File: src/sv/lobm_pkg.sv
package lobm_pkg;

	localparam int ORDER_SLOTS_DEF = 32;
	localparam int PRICE_BITS_DEF  = 16;
	localparam int QTY_BITS_DEF    = 16;

	localparam logic [20:0] VOL_MAX  = 21'h1FFFFF;
	localparam logic [15:0] ASK_NONE = 16'hFFFF;

	localparam logic [1:0] ACT_LIMIT  = 2'd0;
	localparam logic [1:0] ACT_MARKET = 2'd1;
	localparam logic [1:0] ACT_VOLUME = 2'd2;
	// unused code, answered as a volume query
	localparam logic [1:0] ACT_SPARE  = 2'd3;

	typedef enum logic [2:0] {
		K_TRADE  = 3'd0,
		K_RESTED = 3'd1,
		K_DONE   = 3'd2,
		K_BADQTY = 3'd3,
		K_FULL   = 3'd4,
		K_VOLUME = 3'd5
	} kind_t;

	typedef enum logic [2:0] {
		ST_IDLE,
		ST_SCAN,
		ST_DECIDE,
		ST_TRADE,
		ST_FINAL,
		ST_DRAIN_RD,
		ST_DRAIN_OUT
	} st_t;

	typedef struct packed {
		logic [1:0]  action;
		logic        side;
		logic [15:0] limit_price;
		logic [15:0] order_quantity;
		logic [15:0] trader_tag;
	} in_item_t;

	// one buffered result, best prices and last are attached on the way out
	typedef struct packed {
		kind_t       kind;
		logic [15:0] trade_price;
		logic [15:0] trade_quantity;
		logic [31:0] maker_order_id;
		logic [15:0] maker_trader;
		logic [15:0] maker_left;
		logic [15:0] taker_trader;
		logic [31:0] event_time;
		logic [20:0] level_volume;
	} res_t;

	typedef struct packed {
		kind_t       kind;
		logic [15:0] trade_price;
		logic [15:0] trade_quantity;
		logic [31:0] maker_order_id;
		logic [15:0] maker_trader;
		logic [15:0] maker_left;
		logic [15:0] taker_trader;
		logic [31:0] event_time;
		logic [20:0] level_volume;
		logic [15:0] best_bid;
		logic [15:0] best_ask;
		logic        last;
	} out_item_t;

	typedef struct packed {
		logic accept;
		logic scan_clr;
		logic scan_run;
		logic trade;
		logic fin;
		logic drain_load;
	} cmd_t;

	typedef struct packed {
		logic scan_done;
		logic trade_ok;
		logic out_free;
		logic drain_last;
	} sts_t;

endpackage

File: src/sv/lobm_ctrl.sv
module lobm_ctrl import lobm_pkg::*; (
	input  logic clk,
	input  logic arst_n,
	input  logic in_valid,
	output logic in_ready,
	input  sts_t sts,
	output cmd_t cmd
);
	st_t state_q, state_d;

	always_ff @(posedge clk or negedge arst_n) begin
		if (!arst_n) begin
			state_q <= ST_IDLE;
		end else begin
			state_q <= state_d;
		end
	end

	always_comb begin
		state_d  = state_q;
		cmd      = '0;
		in_ready = 1'b0;
		case (state_q)
			ST_IDLE: begin
				in_ready = 1'b1;
				if (in_valid) begin
					cmd.accept   = 1'b1;
					cmd.scan_clr = 1'b1;
					state_d      = ST_SCAN;
				end
			end
			ST_SCAN: begin
				cmd.scan_run = 1'b1;
				if (sts.scan_done) begin
					state_d = ST_DECIDE;
				end
			end
			ST_DECIDE: begin
				state_d = sts.trade_ok ? ST_TRADE : ST_FINAL;
			end
			ST_TRADE: begin
				cmd.trade    = 1'b1;
				cmd.scan_clr = 1'b1;
				state_d      = ST_SCAN;
			end
			ST_FINAL: begin
				cmd.fin = 1'b1;
				state_d = ST_DRAIN_RD;
			end
			ST_DRAIN_RD: begin
				state_d = ST_DRAIN_OUT;
			end
			ST_DRAIN_OUT: begin
				if (sts.out_free) begin
					cmd.drain_load = 1'b1;
					state_d        = sts.drain_last ? ST_IDLE : ST_DRAIN_RD;
				end
			end
			default: begin
				state_d = ST_IDLE;
			end
		endcase
	end

	a_one_op: assert property (@(posedge clk) disable iff (!arst_n)
		$onehot0({cmd.accept, cmd.scan_run, cmd.trade, cmd.fin, cmd.drain_load}))
		else $error("controller issued overlapping commands");
	a_trade_after_decide: assert property (@(posedge clk) disable iff (!arst_n)
		cmd.trade |-> $past(state_q) == ST_DECIDE && $past(sts.trade_ok))
		else $error("trade without a positive decision");
	a_drain_free: assert property (@(posedge clk) disable iff (!arst_n)
		cmd.drain_load |-> sts.out_free)
		else $error("result load into a busy output register");
endmodule

File: config.mk
export PLATFORM = sky130hd
export DESIGN_NAME = lobm_ctrl
export DESIGN_NICKNAME = d
export VERILOG_FILES = /design/src/sv/lobm_pkg.sv /design/src/sv/lobm_ctrl.sv
export SDC_FILE = /design/constraint.sdc
export NUM_CORES = 1
export LEC_CHECK = 0
export CAP_MARGIN = 10
export CORE_AREA = 2 2 39 41
export CTS_CLUSTER_DIAMETER = 40
export DETAILED_ROUTE_END_ITERATION = 16
export DIE_AREA = 0 0 41 43
export DONT_BUFFER_PORTS = 1
export GPL_ROUTABILITY_DRIVEN = 1
export SETUP_SLACK_MARGIN = 0.5
export SYNTH_ARGS = -nofsm -noshare
export SYNTH_HDL_FRONTEND = slang
export SYNTH_SLANG_ARGS = --single-unit
File: constraint.sdc
create_clock -name clk -period 0.9 [get_ports clk]
set_input_delay 0.18 -clock clk [delete_from_list [all_inputs] [get_ports clk]]
set_output_delay 0.18 -clock clk [all_outputs]
set_load 0.005 [all_outputs]
==> flow_summary_export.csv <==
group,metric,value,unit
logic_synthesis,syn_nets,36,
floorplan,die_h,43,µm
clock_tree,clock_path_buffers,2,
logic_synthesis,synth.top_cell.area_share,0.2927,
timing,report.final.setup_viol,10,
grt,grt_usage,0.1136,
min_path,min_from,"sts[2]",
grt,grt_max_degree,6,
critical_path,crit_required,0.72,ns
clock_tree,clk_latency,0.23,ns
cells_and_area,largest_register_ffs,3,
logic_synthesis,synthArstFlopShare,1.000,
run_status,violations,"negative setup slack",
power_and_ir_drop,p_clk_frac,0.124,
cells_and_area,nNetsFinal,52,
clock_tree,clk_pin_slew_worst_paths,0.04,ns
cells_and_area,syn2layout_area_growth,96.10,%
critical_path,r2r_slack,-0.29,ns
run,drv_cap,0,
critical_path,crit_start,"state_q[2]",
critical_path,start_kind,"register",
clock_tree,cts_tree,"built",
cells_and_area,final_area,503.0,µm²
critical_path,cp.arrival,1.12,ns
min_path,hold_path_class,"input pin to register",
detailed_routing,via_per_inst,4.583,
logic_synthesis,synth_warnings,0,
logic_synthesis,synthCells,29,
critical_path,worstPathMaxFanout,2,
logic_synthesis,synth_seq_area_share,0.2927,
power_and_ir_drop,pwr-share-comb,0.709,
timing,skew,0.007222,ns
grt,antenna_found_initial,0,
critical_path,timing.rr.end,"state_q[0]",
min_path,holdPathStages,1,
detailed_routing,vias,275,
logic_synthesis,synth.distinct_cells,20,
critical_path,path_delay_family,"simple AND/OR/NAND/NOR gates",
logic_synthesis,yosys_most_used_dff,"dfrtp_1",
timing,rsz0062_at_grt,"yes",
clock_tree,cts_buffers,3,
critical_path,worst-path-buf-inv,0,
timing,finalWorstSetupSlack,-0.3975,ns
detailed_routing,wire_per_inst,12.70,µm
detailed_routing,drt_iter0_drc,0,
cells_and_area,max_flop_register,"state_q",
critical_path,crit_path_end_kind,"output pin",
detailed_routing,route.antenna.remaining_nets,0,
critical_path,reg2reg_from,"state_q[0]",
timing,fin_crit_sh,1.442,
power_and_ir_drop,power_density,3815,nW/µm²
timing,setup_tns,-3.099,ns
critical_path,rr_worst_depth,5,
placement,place_congestion,0.7451,
timing,slew_viol_final,0,
logic_synthesis,synth_seq_cells,3,
min_path,min_to,"state_q[2]",
grt,grt_pass1_vias,335,
power_and_ir_drop,switchingPower,0.0007155,W
timing,period_needed,1.297,ns
floorplan,die_area,1763,µm²
power_and_ir_drop,p_int,0.001203,W
floorplan,die_x,41,µm
logic_synthesis,postSynthAreaPerCell,8.845,µm²
placement,place_area,324.1,µm²
floorplan,row_count,14,
cells_and_area,num-fill-cells,143,
clock_tree,htree_levels,1,
critical_path,path_cells,"nor3_4 > and2_4 > or2_1",
logic_synthesis,synth_common_cells,"a21oi_1 (5), dfrtp_1 (3), buf_2 (2), inv_1 (2), nor3b_1 (2)",
cells_and_area,regArea,77.57,µm²
run_status,status,"finished, violations left",
power_and_ir_drop,p_leak,0.2226,nW
critical_path,cpMaxStageDelayCell,"dfrtp_1",
timing,relSlewSlack,0.8358,
timing,fmax,770.7,MHz
logic_synthesis,synthTopCellsByArea,"dfrtp_1 (29%), a21oi_1 (9.8%), o41ai_2 (6.3%), nor3b_1 (5.9%), nor3b_2 (4.9%)",
logic_synthesis,yosysMostFrequentCell,"a21oi_1",
logic_synthesis,syn_area,256.5,µm²
cells_and_area,largest_registers,"state_q (3)",
cells_and_area,layout-drive-gt1-share,0.6591,
detailed_routing,drt-total-wl,762,µm
detailed_routing,firstDrtPassIters,1,
timing,hold_viol,0,
logic_synthesis,synth.largest_area_cell,"dfrtp_1",
floorplan,initial_core_util,0.1854,
placement,io_buffers,0,
cells_and_area,multi_input_area,229.0,µm²
detailed_routing,drcViolationCount,0,
critical_path,cpPeakStageDelay,0.41,ns
floorplan,ios,14,
power_and_ir_drop,peakVddDrop,1118,µV
floorplan,core_area,1384,µm²
critical_path,crit_type,"register to output pin",
grt,grt_pass1_wl,1.290,mm
logic_synthesis,synth_edf_count,0,
cells_and_area,antenna_cells,0,
power_and_ir_drop,power.total,0.001919,W
clock_tree,root_buffer,"clkbuf_4",
grt,grt_overflow,0,
clock_tree,cts.sinks,3,
power_and_ir_drop,seqPwrFrac,0.167,
timing,tightest_slew,0.2456,ns
power_and_ir_drop,swShare,0.3729,
[worst reg2reg max path, cell delays in order (launching register included)]
cell and delay, ns:
dfrtp_2 0.44, buf_12 0.15, buf_8 0.12, o21a_1 0.17, a21oi_2 0.10, o32ai_1 0.08
[final cells by class]
cell class,instances,area share
Timing Repair Buffer,13,0.2761
Multi-Input combinational cell,21,0.4552
Clock buffer,4,0.05224
Tap cell,16,0.03980
Sequential cell,3,0.1542
Inverter,3,0.02239
[worst max path at each step]
| stage | endpoint | slack, ns | depth (start not counted) |
|---|---|---|---|
| detailed placement | cmd[4] | -0.19 | 3 |
| floorplan | cmd[4] | -0.13 | 3 |
| CTS | cmd[4] | -0.42 | 3 |
| finish | cmd[4] | -0.40 | 3 |
| global placement | cmd[4] | -0.17 | 3 |
| global route | cmd[4] | -0.50 | 3 |
[placed cells by master (no fill, tap or decap)]
cell type | netlist | routed
o32ai_1 | 1 | 1
clkbuf_1 | 0 | 1
dfrtp_1 | 3 | 1
dlygate4sd3_1 | 0 | 1
nor4bb_4 | 0 | 1
a21oi_2 | 0 | 2
buf_8 | 0 | 1
dfrtp_2 | 0 | 2
or2_1 | 1 | 1
inv_2 | 1 | 1
a21oi_1 | 5 | 3
nor3b_1 | 2 | 1
o41ai_4 | 0 | 1
o21ai_2 | 0 | 1
nor3_4 | 0 | 1
and2_4 | 1 | 1
nand2_1 | 1 | 1
clkbuf_4 | 0 | 3
nor3b_4 | 0 | 2
and4b_1 | 1 | 1
buf_4 | 0 | 5
buf_12 | 0 | 1
nor2b_4 | 0 | 1
buf_6 | 0 | 5
o21a_1 | 1 | 1
and2b_4 | 1 | 1
o21ai_1 | 1 | 1
inv_1 | 2 | 2
[power by group through the flow]
stage	Clock (W)	Sequential [W]	Combinational, W
2_1_floorplan	0	0.000262	0.000525
5_1_grt	0.000259	0.000328	0.00148
3_5_place_dp	0	0.000279	0.000767
6_report	0.000238	0.000320	0.00136
3_3_place_gp	0	0.000273	0.000759
4_1_cts	0.000243	0.000288	0.00112
[kinds of logic (layout without fill, tap and decap cells)]
family                 Yosys count  after routing  synth area share
and+or+nand+nor                 11             11            0.3610
AOI/OAI and AO/OA               10             10            0.2634
buffers and inverters            5             20           0.08293
DFF                              3              3            0.2927
[per-layer routing]
| metal | GRT usage | vias to the layer above | wire length, µm |
|---|---|---|---|
| li1 | - | 136 | - |
| met1 | 0.1129 | 132 | 267 |
| met2 | 0.1750 | 7 | 457 |
| met3 | 0.03665 | 0 | 37 |
| met4 | 0.1000 | 0 | 0 |
| met5 | 0 | - | 0 |
[per-stage QoR]
| step | hold WS (ns) | std cells | util | worst slack [ns] |
|---|---|---|---|---|
| final | 0.03955 | 60 | 0.3635 | -0.3975 |
| after global routing | 0.03831 | 60 | 0.3635 | -0.4954 |
| after global placement | -0.1155 | 49 | 0.2342 | -0.1658 |
| after floorplan | -0.1156 | 29 | - | -0.1345 |
| after detailed placement | -0.1155 | 49 | 0.2342 | -0.1900 |
| after CTS | 0.03504 | 60 | 0.3192 | -0.4210 |
[repair_timing]
item                       in CTS  in global routing
hold buffers                    1                  0
hold endpoints to repair        3                  0
setup endpoints to repair      10                 10
resized for setup              11                 11
pin swaps                       4                  5
buffers inserted                6                  0
(Power assumes the default switching activity.)
